[config.mk]
export PLATFORM = sky130hd
export DESIGN_NAME = bma_ctrl
export DESIGN_NICKNAME = d
export VERILOG_FILES = /design/src/rtl/bma_pkg.sv /design/src/rtl/bma_ctrl.sv
export SDC_FILE = /design/constraint.sdc
export NUM_CORES = 1
export LEC_CHECK = 0
export BUFFER_PORTS_ARGS = -buffer_cell sky130_fd_sc_hd__buf_4
export CAP_MARGIN = 20
export CORE_AREA = 3 3 41 43
export DETAILED_ROUTE_END_ITERATION = 6
export DIE_AREA = 0 0 44 46
export GPL_TIMING_DRIVEN = 0
export PLACE_DENSITY = 0.71
export SYNTH_ARGS = -nofsm -noshare
export SYNTH_HDL_FRONTEND = slang
export SYNTH_SLANG_ARGS = --single-unit
[constraint.sdc]
create_clock -name clk -period 1.6 [get_ports clk]
set_clock_uncertainty 0.1 [all_clocks]
set_input_delay 0.16 -clock clk [delete_from_list [all_inputs] [get_ports clk]]
set_output_delay 0.16 -clock clk [all_outputs]
set_load 0.02 [all_outputs]
[src/rtl/bma_pkg.sv]
package bma_pkg;

	localparam int MAX_LOG2   = 10;
	localparam int ADDR_W     = MAX_LOG2;
	localparam int DEPTH      = 1 << MAX_LOG2;
	localparam int OWNER_W    = 16;
	localparam int LOG_W      = 4;
	localparam int SIZE_W     = MAX_LOG2 + 1;
	localparam int CFG_W      = 4;

	typedef struct packed {
		logic               start;
		logic [LOG_W-1:0]   lg;
		logic               used;
		logic [OWNER_W-1:0] owner;
	} entry_t;

	typedef enum logic [3:0] {
		S_CLEAR,
		S_IDLE,
		S_START,
		S_SCAN_RD,
		S_SCAN_EV,
		S_PICK,
		S_SPLIT,
		S_MRG_CHK,
		S_MRG_RD,
		S_MRG_EV,
		S_FREE_FIN,
		S_DONE
	} state_t;

	typedef struct packed {
		logic accept;
		logic clr_step;
		logic scan_rd;
		logic scan_ev;
		logic pick;
		logic split_wr;
		logic merge_rd;
		logic merge_ev;
		logic free_fin;
		logic load_out;
	} cmd_t;

	typedef struct packed {
		logic clr_last;
		logic is_free;
		logic bad_req;
		logic scan_hit;
		logic scan_end;
		logic alloc_none;
		logic split_more;
		logic merge_more;
		logic merge_ok;
	} sts_t;

endpackage

[src/rtl/bma_ctrl.sv]
module bma_ctrl
	import bma_pkg::*;
(
	input  logic clk,
	input  logic arst_n,
	input  logic cfg_we,
	input  logic in_valid,
	output logic in_ready,
	input  logic out_ready,
	output logic out_valid,
	input  sts_t sts,
	output cmd_t cmd
);

	state_t state_q, state_d;
	logic   out_valid_q;
	logic   slot_free;

	assign slot_free = !out_valid_q || out_ready;
	assign in_ready  = (state_q == S_IDLE);
	assign out_valid = out_valid_q;

	always_comb begin
		state_d = state_q;
		unique case (state_q)
			S_CLEAR:    if (sts.clr_last) state_d = S_IDLE;
			S_IDLE:     if (in_valid) state_d = S_START;
			S_START:    if (!sts.is_free && sts.bad_req) state_d = S_DONE;
			            else state_d = S_SCAN_RD;
			S_SCAN_RD:  state_d = S_SCAN_EV;
			S_SCAN_EV: begin
				if (sts.is_free && sts.scan_hit) state_d = S_MRG_CHK;
				else if (sts.scan_end) state_d = sts.is_free ? S_DONE : S_PICK;
				else state_d = S_SCAN_RD;
			end
			S_PICK:     state_d = sts.alloc_none ? S_DONE : S_SPLIT;
			S_SPLIT:    if (!sts.split_more) state_d = S_DONE;
			S_MRG_CHK:  state_d = sts.merge_more ? S_MRG_RD : S_FREE_FIN;
			S_MRG_RD:   state_d = S_MRG_EV;
			S_MRG_EV:   state_d = sts.merge_ok ? S_MRG_CHK : S_FREE_FIN;
			S_FREE_FIN: state_d = S_DONE;
			S_DONE:     if (slot_free) state_d = S_IDLE;
			default:    state_d = S_CLEAR;
		endcase
		if (cfg_we) state_d = S_CLEAR;
	end

	always_comb begin
		cmd = '0;
		unique case (state_q)
			S_CLEAR:    cmd.clr_step = 1'b1;
			S_IDLE:     cmd.accept   = in_valid;
			S_SCAN_RD:  cmd.scan_rd  = 1'b1;
			S_SCAN_EV:  cmd.scan_ev  = 1'b1;
			S_PICK:     cmd.pick     = 1'b1;
			S_SPLIT:    cmd.split_wr = 1'b1;
			S_MRG_RD:   cmd.merge_rd = 1'b1;
			S_MRG_EV:   cmd.merge_ev = 1'b1;
			S_FREE_FIN: cmd.free_fin = 1'b1;
			S_DONE:     cmd.load_out = slot_free;
			default:    cmd = '0;
		endcase
		if (cfg_we) cmd.clr_step = 1'b0;
	end

	always_ff @(posedge clk or negedge arst_n) begin
		if (!arst_n) begin
			state_q     <= S_CLEAR;
			out_valid_q <= 1'b0;
		end else begin
			state_q <= state_d;
			if (cmd.load_out) out_valid_q <= 1'b1;
			else if (out_ready) out_valid_q <= 1'b0;
		end
	end

endmodule

### Word level (Yosys, flattened, before mapping)

Cells that the tools add are included.

* equal/unequal tests: 15
* reductions and logical operators: 8
* muxes and demuxes: 26

Operators with widths (count)
* $pmux W4 S12: 1
* $mux W4: 11
* $eq A4 B3 Y1 const B: 4
* $eq A4 B4 Y1 const B: 4
* $mux W1: 13
* $ne A3 B3 Y1 const B: 4
* $eq A4 B2 Y1 const B: 2
* $eq A4 B1 Y1 const B: 1
* $logic_not A4 Y1: 1
* $reduce_and A4 Y1: 1
* $logic_and A1 B1 Y1: 2
* $logic_not A1 Y1: 2
* $mux W2: 1
* $reduce_bool A2 Y1: 1
* $logic_or A1 B1 Y1: 1

* input port bits: 14
* flip-flop bits (word level): 5
* output and inout bits: 12
* word-level logic and storage cells: 51

### Logic depth before layout (Yosys ltp)

Gate-level depths: netlist (run 1).

* word-level depth: 5
* gate-level depth with buffers: 6
* gate-level depth less buffers: 4

### Worst setup path before layout (run 1)

OpenSTA, ideal clock, no wires.

* kind: register -> output
* start point: register state_q[3]
* end point: output cmd[8] (netlist bit)
* cell stages (with the launch flop): 4
* required time: 1.340 ns
* path slack: -0.070 ns
* arrival time: 1.410 ns
* buffers on the path: 1
* cells stage by stage: dfrtp_1 > buf_6 > or2_2 > nor4_1

RTL lines
* start: declaration: line bma_ctrl.sv:15 `state_t state_q, state_d;`
* start signal: assignment: line bma_ctrl.sv:71 `state_q <= state_d;`
* end: declaration: line bma_ctrl.sv:12 `output cmd_t cmd`

==> summary by stage, run 1 <==
Yosys
The number of distinct library cell variants in the gate-level netlist after synthesis is 32. The most common flop cell mapped by yosys is sky130_fd_sc_hd__dfrtp_1. The number of register bits inferred by synthesis is 5. Of the total synthesized cell area, the portion taken by XOR and XNOR cells is 0. The mapped cell area is 510 µm². The Yosys step of the flow raised 0 warnings. By area, the combinational part of the netlist is dominated by simple AND/OR/NAND/NOR gates. The number of nets in the synthesized netlist is 83. The portion of synthesized area spent on multiplexers is 0.0196. The gate count of the mapped netlist is 69.

The async set-reset flop share out of synthesis is 1.00. The compound-gate portion of the synthesized area is 0.225. The fraction of the mapped netlist area in simple logic gates is 0.400. The share of synthesized cell area in full adder, half adder and majority cells is 0. The sequential share of the synthesized area is 0.245.

After synthesis, the mean cell area works out to 7.40 µm². In this run, synthesis inferred 0 flip-flops with an integrated enable.

STA
In this run the tightest slew margin relative to its limit is 0.820. The number of max-slew violations in the final report is 0. The number of hold violations in the final report is 0. The final worst-path cycle share is 1.01. For the pin with the worst max-slew slack, the measured transition is 0.269 ns. The shortest clock period the worst path allows after layout is 1.61 ns.

The highest clock frequency the design can meet is 621 MHz. Setup repair after global routing could not meet its margin everywhere. Setup violations remaining at the end of the flow were counted as 1.

The post-layout worst setup margin is -0.0107 ns.

GRT
The first global-routing pass estimated 2720 µm of wire. The residual overflow from global routing is 0. The overall global routing resource usage is 0.190.

Entering global routing, the biggest net connects 11 pins. The initial antenna violation count was 0. The via count of the first global-routing pass is 615.

Hold path
The critical hold path startpoint is cfg_we. The type of the most critical hold path is in -> reg.

Critical path
STA puts the critical path data required time at 1.34 ns. The signal on the critical path passes through buf_6 > or2_4 > nor2_4 > and2_4 > buf_6. The endpoint class of the critical path is an output pin.

In this run the worst setup path begins at state_q[3]. The standard cell with the maximum stage delay on the critical path is sky130_fd_sc_hd__dfrtp_1. The maximum fanout count along the critical path is 6.

The start of the worst register-to-register path is state_q[3]. The kind of launch point of the worst setup path is a flip-flop. The setup path with the least slack is of type reg -> out. The data arrival time of the critical path is 1.35 ns. The critical path's largest stage delay is 0.37 ns. Counting stages on the worst path, the most repeated cell is sky130_fd_sc_hd__buf_6.

Place
Summed over all nets, the half-perimeter wirelength after detailed placement is 1080 µm. At the end of routability-driven placement, the weighted congestion stood at 0.817. The number of cells after detailed placement is 109. In this run the tool buffered the top-level ports with 25 buffer cells.

Drt
The initial detailed-routing violation count is 10. In the final routed layout, each cell accounts on average for 14.0 µm. Using the TritonRoute via totals, the vias-per-cell ratio works out to 5.57.

In this run the remaining antenna-violating nets after routing total 0. For this block, the routed nets add up to 1670 µm of wire. For this run, the detailed router's first-pass iteration total came to 4. The via count is 663. The residual DRC count is 0.

Clocking
Counting every sink on the clock net gives 5. The cell at the root of the clock tree is sky130_fd_sc_hd__clkbuf_4. The clock transition time at the flip-flop clock pins of the worst setup and hold paths is 0.04 ns. The clock passes through at most 2 buffers.

For the worst-skew pair, the clock arrives at the later sink with an insertion delay of 0.25 ns. The number of buffers created by CTS is 3. The CTS tree is done. The number of H-tree levels is 1.

Die
The initialized floorplan defines 13 standard-cell rows. The starting utilization of the core area is 0.383. In this run the horizontal extent of the chip is 44 µm. In this run the standard cell core region covers 0.00133 mm². The I/O pin count is 26. The die covers 0.00202 mm².

The height of the die is 46 µm.

Pwr
The leakage power is 0.382 nW. The power after layout is 0.649 mW. Dividing total power by cell area gives a power density of 748 mW/mm². The maximum vdd ir drop is 0.000393 V.

Layout
Once layout is complete, the cells apart from fillers number 119. In the layout the commonest cells are 31 x sky130_fd_sc_hd__buf_4, 9 x sky130_fd_sc_hd__nor2_1, 5 x sky130_fd_sc_hd__nand2_1. The antenna diode instance count is 0. The most common cell after layout, fill and taps aside is sky130_fd_sc_hd__buf_4. The layout overhead on the synthesized area is 70.1%. The fraction of final layout cells sized beyond drive strength 1 is 0.510. The final layout contains 119 nets.

Status
The flow ran to the end, but the final reports show violations. The final reports fail on negative setup slack.

Job
The tool flagged a number of max-cap violations equal to 0.
==> path summary, 6_finish.rpt <==
kind                              end  slack [ns]  cells after the start
max                            cmd[9]       -0.01                      5
min                        state_q[2]       0.009                      2
max reg2reg                state_q[2]        0.08                      4
min reg2reg                 out_valid        0.48                      2
max in group asynchronous  state_q[0]        1.13                      2
min in group asynchronous   out_valid        0.15                      2
==> logic make-up after synthesis <==
kind of cell / count (synthesis)
AOI/OAI and AO/OA: 17
buffers and inverters: 10
muxes: 1
DFF: 5
and+or+nand+nor: 36
==> what timing repair did <==
item / 4_1_cts / 5_1_grt
buffers inserted: 4 / 2
endpoints found under the setup margin: 9 / 10
pin swaps: 1 / 1
cloned: 0 / 0
resized for setup: 17 / 3
hold buffers: 1 / 0
hold endpoints to repair: 5 / 0
==> sequential cells by signal, indices dropped and copies added, names as in the netlist <==
signal and cells:
out_valid 1, state_q 4
==> Yosys cell counts, drive strengths merged (2+ instances only) <==
cell type,instances,share of area
nand2,5,0.037
a21oi,4,0.039
nor3,5,0.049
o22ai,3,0.037
nor2,10,0.074
inv,4,0.029
a211oi,2,0.029
dfrtp,5,0.25
buf,5,0.074
nand2b,4,0.064
nor4,2,0.025
nor2b,2,0.025
==> report_power, final <==
part	internal, mW	total [mW]	switching [mW]
combinational	0.174	0.346	0.172
sequential	0.141	0.153	0.0124
clock	0.0945	0.150	0.0556
==> metrics by stage <==
step	setup TNS, ns	area (µm²)	setup slack, ns	hold WS (ns)	utilization
detailed placement	-0.0258	726	-0.0204	-0.138	0.544
CTS	-0.0187	848	-0.0187	0.00155	0.636
floorplan	-0.0174	519	-0.0174	-0.236	-
finish	-0.0107	868	-0.0107	0.00947	0.651
global route	-0.333	868	-0.0907	0.000515	0.651
global placement	-0.0678	726	-0.0483	-0.138	0.544
==> layer usage <==
metal	GRT usage	up-vias	part of all wire	wire length, µm
met1	0.219	298	0.43	719
li1	-	324	-	-
met5	0	-	0	0
met3	0.0316	6	0.092	154
met2	0.294	35	0.43	726
met4	0.181	0	0.041	69
==> worst max-delay path, delay by kind of cell (launching register included) <==
kind | cells | cell delay, ns
flip-flops | 1 | 0.37
buffers and inverters | 2 | 0.24
AND/OR/NAND/NOR | 3 | 0.49
==> cell type report <==
cell class	count	area [µm²]
buffer	5	55.1
clock buffer	4	26.3
fill	112	465
inverter	4	15.0
multi-input combinational	54	379
sequential	5	128
tap	15	18.8
timing repair buffer	32	246
No activity file was read; power rests on OpenSTA's default activity.
==> run 2: changes to the inputs <==
clock period = 1.3 ns   (was 1.6 ns; I/O delays follow)
==> run 2 against run 1 <==
  * The flow still finishes with violations (negative setup slack)
  * Cell count increased by 6.7%
  * Design area increased by 22%
  * Hold slack improved by 0.13 ns
  * Sequential cell count unchanged
  * Count of clock-buffer cells in the layout unchanged
  * Critical path type unchanged
  * Critical endpoint unchanged
==> summary by stage, run 2 (synthesis results as in run 1) <==
Critical path
The worst setup path is of the reg -> out kind. The setup check on the worst reg-to-reg path leaves a slack of -0.23 ns. Following the worst setup path forward leads to its endpoint at cmd[9].

The path depth of the worst reg2reg path is 5. The data arrival time of the critical path is 1.34 ns. The kind of cell with the highest combined delay along the critical path is simple AND/OR/NAND/NOR gates. The required time of the critical path is 1.07 ns. The critical path depth is 5. In this design, the stage delay of the slowest critical-path cell is 0.37 ns. The signal on the critical path passes through buf_6 > or2_4 > nor2_4 > and2_4 > buf_6. The origin of the worst setup path is state_q[3]. The destination of the worst register-to-register timing path is state_q[3].

The buffer and inverter count on the worst path is 2. Along the worst path, the maximum fanout reaches 5. The standard cell with the maximum stage delay on the critical path is sky130_fd_sc_hd__dfrtp_1. The most prevalent standard cell on the critical path is sky130_fd_sc_hd__buf_6.

The start of the worst register-to-register path is state_q[1]. The endpoint class of the critical path is an output pin. The kind of launch point of the worst setup path is a flip-flop.

Layout
The top cell types in the final layout, fill and taps aside, are 27 x sky130_fd_sc_hd__buf_4, 12 x sky130_fd_sc_hd__buf_6, 5 x sky130_fd_sc_hd__nor2_1. Counting the fill cells in the layout gives 94. The area growth from synthesis to layout is 108%. The register ranked first by flip-flop count is state_q. After routing the design area is 0.00106 mm². Of the cells placed in the final design, the portion with a size suffix greater than 1 is 0.607. In the final design database the tool counted 127 nets.

0 antenna diodes ended up in the layout. The library cell used most frequently in the layout, excluding fill and tap cells, is sky130_fd_sc_hd__buf_4. The register with the most flip-flops in the layout has 4 of them.

Drt
After detailed routing, the number of vias per cell comes to 5.60. The final routed wire length divided by cell count is 15.3 µm. The residual DRC count is 0. The overall routed net length is 1950 µm. The via count is 711. Once detail routing completed, the nets flagged for antenna violations numbered 0. The detailed-router iteration count before antenna repair is 4.

The initial detailed-routing violation count is 16.

Clocking
The number of H-tree levels is 1. The cell at the root of the clock tree is sky130_fd_sc_hd__clkbuf_4. Clock latency on the worst-skew pair, taken at its later pin, is 0.24 ns.

Counting the buffers created by CTS gives 3. Counting every sink on the clock net gives 5. No sink is reached through more buffers than the 2 on the longest clock path. TritonCTS built the clock tree. After clock tree synthesis, the clock-pin slew on the worst setup and hold paths is 0.04 ns.

STA
Based on the critical path, the design can be clocked at up to 637 MHz. The headroom to the max-slew limit is 0.756. Setup violations remaining at the end of the flow were counted as 15. Dividing the final minimum period by the clock period gives 1.21. Setup repair after global routing could not meet its margin everywhere.

The pin slew with the least headroom to its limit is 0.361 ns. Once routing completed, OpenROAD measured the worst setup slack at -0.271 ns. The number of max-slew violations in the final report was 0. The shortest clock period the worst path allows after layout is 1.57 ns.

The number of hold violations in the final report is 0. The worst hold slack after final layout is 0.140 ns. Summed over all failing endpoints, the final setup total negative slack is -2.75 ns.

GRT
Entering global routing, the biggest net connects 11 pins. The residual overflow from global routing is 0. For this run, global-route usage on met3 was measured as 0.0514. For met2 alone, demand over resource in global routing was 0.337. For this run, global-route usage on met1 was measured as 0.225.

For this run, the total global-route usage over all layers was measured as 0.189. The most used routing layer is met2. The via count of the first global-routing pass is 662.

The initial antenna violation count came to 0. The first global-routing pass estimated 2840 µm of wire.

Place
The congestion estimate from routability-driven global placement came to 0.873. The HPWL after detailed placement is 1160 µm. Buffers placed on the I/O ports in this run total 25. After detailed placement, the total cell area comes to 767 µm².

Pwr
The leakage power is 0.455 nW. The total power per unit cell area is 906 mW/mm². Across the VDD grid, the largest voltage drop is 0.000714 V.

Die
The die is 44 µm wide. The core region is 0.00133 mm². The starting utilization of the core area is 0.383.

The height of the die is 46 µm. The row count is 13. The die covers 0.00202 mm².

The I/O pin count is 26.

Status
The final reports fail on negative setup slack. The flow ran to the end, but the final reports show violations.

Hold path
The number of cells on the worst hold path is 4. The worst hold path belongs to the class in -> reg.

Job
Max-cap violations in this run came to 0.
[run 2: changes by cell type in the layout (fill, tap and decap cells not counted), moves of 2 or more]
cell                            previous run  this run
sky130_fd_sc_hd__dlygate4sd3_1             1         3
sky130_fd_sc_hd__buf_6                     4        12
sky130_fd_sc_hd__nor2_4                    1         3
sky130_fd_sc_hd__nor3_1                    4         2
sky130_fd_sc_hd__nor2_2                    0         2
sky130_fd_sc_hd__buf_4                    31        27
sky130_fd_sc_hd__nor2_1                    9         5
[run 2: worst min-delay path by stage]
stage,slack [ns],start,endpoint
floorplan,-0.27,arst_n,out_valid
global placement,-0.17,arst_n,out_valid
detailed placement,-0.17,arst_n,out_valid
CTS,0.09,out_ready,state_q[3]
global route,0.13,arst_n,out_valid
finish,0.14,out_ready,state_q[3]
[run 2: power by group]
group / internal (mW) / switching [mW]
registers: 0.173 / 0.0175
clock network: 0.116 / 0.0600
logic: 0.314 / 0.283
[run 2: routing by layer]
metal / vias to the layer above / share of wire
met5: - / 0
met4: 0 / 0.0062
met3: 2 / 0.086
met2: 36 / 0.52
met1: 335 / 0.39
li1: 338 / -
[run 2: metrics by stage]
stage,power [mW],setup WS [ns],util,cells
6_report,0.963,-0.271,0.796,127
5_1_grt,1.03,-0.325,0.796,127
4_1_cts,0.864,-0.276,0.713,124
3_5_place_dp,0.546,-0.230,0.575,109
3_3_place_gp,0.545,-0.223,0.575,109
2_1_floorplan,0.433,-0.108,-,69
[run 2: worst register-to-register path: cells and delay by family (launching register included)]
family | cells | cell delay [ns]
AOI/OAI and AO/OA | 3 | 0.58
DFF | 1 | 0.39
and+or+nand+nor | 1 | 0.24
buffers and inverters | 1 | 0.14
[run 2: what timing repair did]
| action | in CTS | in global routing |
|---|---|---|
| endpoints found under the setup margin | 15 | 15 |
| cloned | 0 | 1 |
| hold endpoints to repair | 10 | 0 |
| gates resized for setup | 20 | 14 |
| hold buffers | 3 | 0 |
| pin swaps | 4 | 4 |
| setup buffers | 9 | 2 |
[run 2: layout make-up]
class | instances | area [µm²] | area share
Multi-Input combinational cell | 54 | 453 | 0.426
Timing Repair Buffer | 40 | 359 | 0.338
Tap cell | 15 | 18.8 | 0.0177
Buffer | 5 | 62.6 | 0.0589
Inverter | 4 | 15.0 | 0.0141
Sequential cell | 5 | 128 | 0.120
Clock buffer | 4 | 26.3 | 0.0247
==> run 3: changes to the inputs <==
BUFFER_PORTS_ARGS = -buffer_cell sky130_fd_sc_hd__buf_2   (was -buffer_cell sky130_fd_sc_hd__buf_4)
HOLD_SLACK_MARGIN = 0.12   (was default)
==> run 3 against run 2 <==
  * The run still ends with negative setup slack left
  * Utilization up 8.7 points
  * Via count up 3.2%
  * Design area up 11%
  * Wire length up 10%
  * Register-to-register slack worse by 0.04 ns
  * Die area unchanged
  * Sequential power about the same
  * Non-clock buffer count up 8
  * Worst setup slack worse by 0.011 ns
  * Hold slack worse by 0.012 ns
  * Largest power group unchanged
  * Highest routed layer unchanged
==> summary by stage, run 3 (synthesis results as in run 1) <==
Drt
The residual DRC count is 0. For this block, the initial DRC count from the detailed router was 21. The first detailed-routing pass ran for 4 iterations. The number of routed nets with antenna violations is 0. The overall routed net length is 2150 µm.

The number of vias per cell after detailed routing is 5.44. Across all layers, the routed design uses 734 vias. The final routed wire length divided by cell count is 15.9 µm.

Critical path
For the worst setup path, the data arrival time is 1.35 ns. The most critical setup path has its startpoint at state_q[1]. The maximum fanout count along the critical path is 7. In this run the register-to-register setup slack is -0.27 ns. The kind of launch point of the worst setup path is a flip-flop. The start of the worst register-to-register path is state_q[1].

The required time of the critical path is 1.07 ns. The critical path start-end classification is reg -> out. The endpoint class of the critical path is an output pin.

Die
The placeable core region is 0.00133 mm². The height of the die is 46 µm. The I/O pin count is 26. The die extent in x is 44 µm. For this configuration, the core starts out at a cell density of 0.383. In this run the core area contains 13 standard-cell rows.

The floorplan die area is 0.00202 mm².

STA
For the finished layout, the period the worst path requires is 1.58 ns. The headroom to the max-slew limit is 0.795. The post-layout worst setup margin is -0.282 ns. Setup repair after global routing could not meet its margin everywhere. The number of hold violations in the final report is 0. The final worst-path cycle share is 1.22. The number of setup violations in the final report is 15. Derived from the worst setup path, the maximum achievable clock frequency is 632 MHz.

The pin slew with the least headroom to its limit is 0.308 ns. The number of max-slew violations in the final report is 0.

Layout
The sequential cells in the finished layout cover a total of 128 µm². Summing all multi-input logic gate instances after layout gives 494 µm². The library cell used most frequently in the layout, excluding fill and tap cells, is sky130_fd_sc_hd__buf_6. The filler cells instantiated in the layout total 72. In the layout the commonest cells are 16 x sky130_fd_sc_hd__buf_6, 14 x sky130_fd_sc_hd__buf_2, 14 x sky130_fd_sc_hd__buf_4. Relative to the synthesized area, the layout overhead comes to 131%. The antenna diode instance count is 0.

state_q holds more flip-flops than any other register. The layout net count is 135. The register with the most flip-flops in the layout has 4 of them. Of the cells placed in the final design, the portion with a size suffix greater than 1 is 0.692.

GRT
In the global route stage, overall resource usage came out at 0.209. The initial antenna violation count was 0. The pin count of the biggest net entering global routing is 11. The first global-routing pass estimated 3020 µm of wire. For this run the aggregate overflow at the end of global routing stands at 0.

The via count of the first global-routing pass is 646.

Clocking
The CTS tree is done. The cell at the root of the clock tree is sky130_fd_sc_hd__clkbuf_4. In this run, CTS created clock tree buffers numbering 3.

At the later pin of the worst-skew pair, clock insertion delay measures 0.24 ns. The clock passes through at most 2 buffers. Clock-pin slew was measured on the worst setup and hold paths at 0.05 ns. Clock tree synthesis found a total of 5 sinks. The number of H-tree levels is 1.

Place
The count of buffers added on input and output ports is 25. Before CTS, the worst setup slack after placement is -0.220 ns. The HPWL after detailed placement is 1170 µm. Routability-driven placement finished with a final weighted congestion of 0.843.

Pwr
Across the VDD grid, the largest voltage drop is 0.000759 V. For this design the ratio of total power to cell area is 839 mW/mm². The leakage power is 0.512 nW. Summing internal, switching and leakage power gives 0.988 mW.

Hold path
The type of the most critical hold path is in -> async.

Status
The run finished, with violations left. The final reports fail on negative setup slack.

Job
The tool flagged a number of max-cap violations equal to 0.
-- run 3: cell types whose count changed in the layout (fill, tap and decap cells not counted), moves of 2 or more --
cell,before,now
sky130_fd_sc_hd__o22ai_2,0,2
sky130_fd_sc_hd__buf_4,27,14
sky130_fd_sc_hd__o22ai_1,3,1
sky130_fd_sc_hd__buf_12,0,2
sky130_fd_sc_hd__nor2_4,3,5
sky130_fd_sc_hd__buf_2,0,14
sky130_fd_sc_hd__buf_6,12,16
sky130_fd_sc_hd__nor4_2,0,2
-- run 3: path summary, 6_finish.rpt --
kind                         endpoint  cells after the start
setup / recovery               cmd[8]                      4
setup reg to reg           state_q[3]                      5
hold reg to reg             out_valid                      2
hold / removal             state_q[1]                      2
max in group asynchronous  state_q[2]                      2
min in group clk           state_q[3]                      4
-- run 3: per-layer routing --
| layer | up-vias | share of wire | global-route usage |
|---|---|---|---|
| met5 | - | 0 | 0 |
| met4 | 0 | 0.018 | 0.0361 |
| met3 | 4 | 0.049 | 0.0395 |
| met2 | 25 | 0.50 | 0.352 |
| met1 | 357 | 0.43 | 0.279 |
| li1 | 348 | - | - |
-- run 3: repair_timing --
action,4_1_cts,5_1_grt
cloned,1,0
setup endpoints to repair,15,16
buffers inserted,10,9
pin swaps,10,13
resized for setup,40,21
hold endpoints to repair,10,0
hold buffers,3,0
-- run 3: cell type report --
cell class              instances  share of cell area
plain buffers                   5              0.0563
multi-input cells              54               0.419
clock buffers                   4              0.0223
inverters                       4              0.0127
flip-flops and latches          5               0.108
repair buffers                 48               0.365
well taps                      15              0.0159
-- run 3: worst max-delay path: stages, from the launching register on --
cell and delay, ns:
sky130_fd_sc_hd__dfrtp_1 0.39, sky130_fd_sc_hd__buf_6 0.14, sky130_fd_sc_hd__buf_8 0.13, sky130_fd_sc_hd__nor4_2 0.26, sky130_fd_sc_hd__buf_4 0.18
-- run 3: metrics by stage --
stage / setup TNS (ns) / cells / utilization / hold WS [ns] / instance area, µm²
global placement: -1.10 / 109 / 0.528 / -0.155 / 704
finish: -3.10 / 135 / 0.884 / 0.129 / 1180
global route: -3.98 / 135 / 0.884 / 0.138 / 1180
floorplan: -0.520 / 69 / - / -0.266 / 561
CTS: -2.67 / 126 / 0.750 / 0.110 / 1000
detailed placement: -1.18 / 109 / 0.528 / -0.155 / 704
-- run 3: power by group --
part           internal (mW)  switching, mW
Clock                  0.116         0.0610
Sequential             0.173         0.0188
Combinational          0.321          0.299
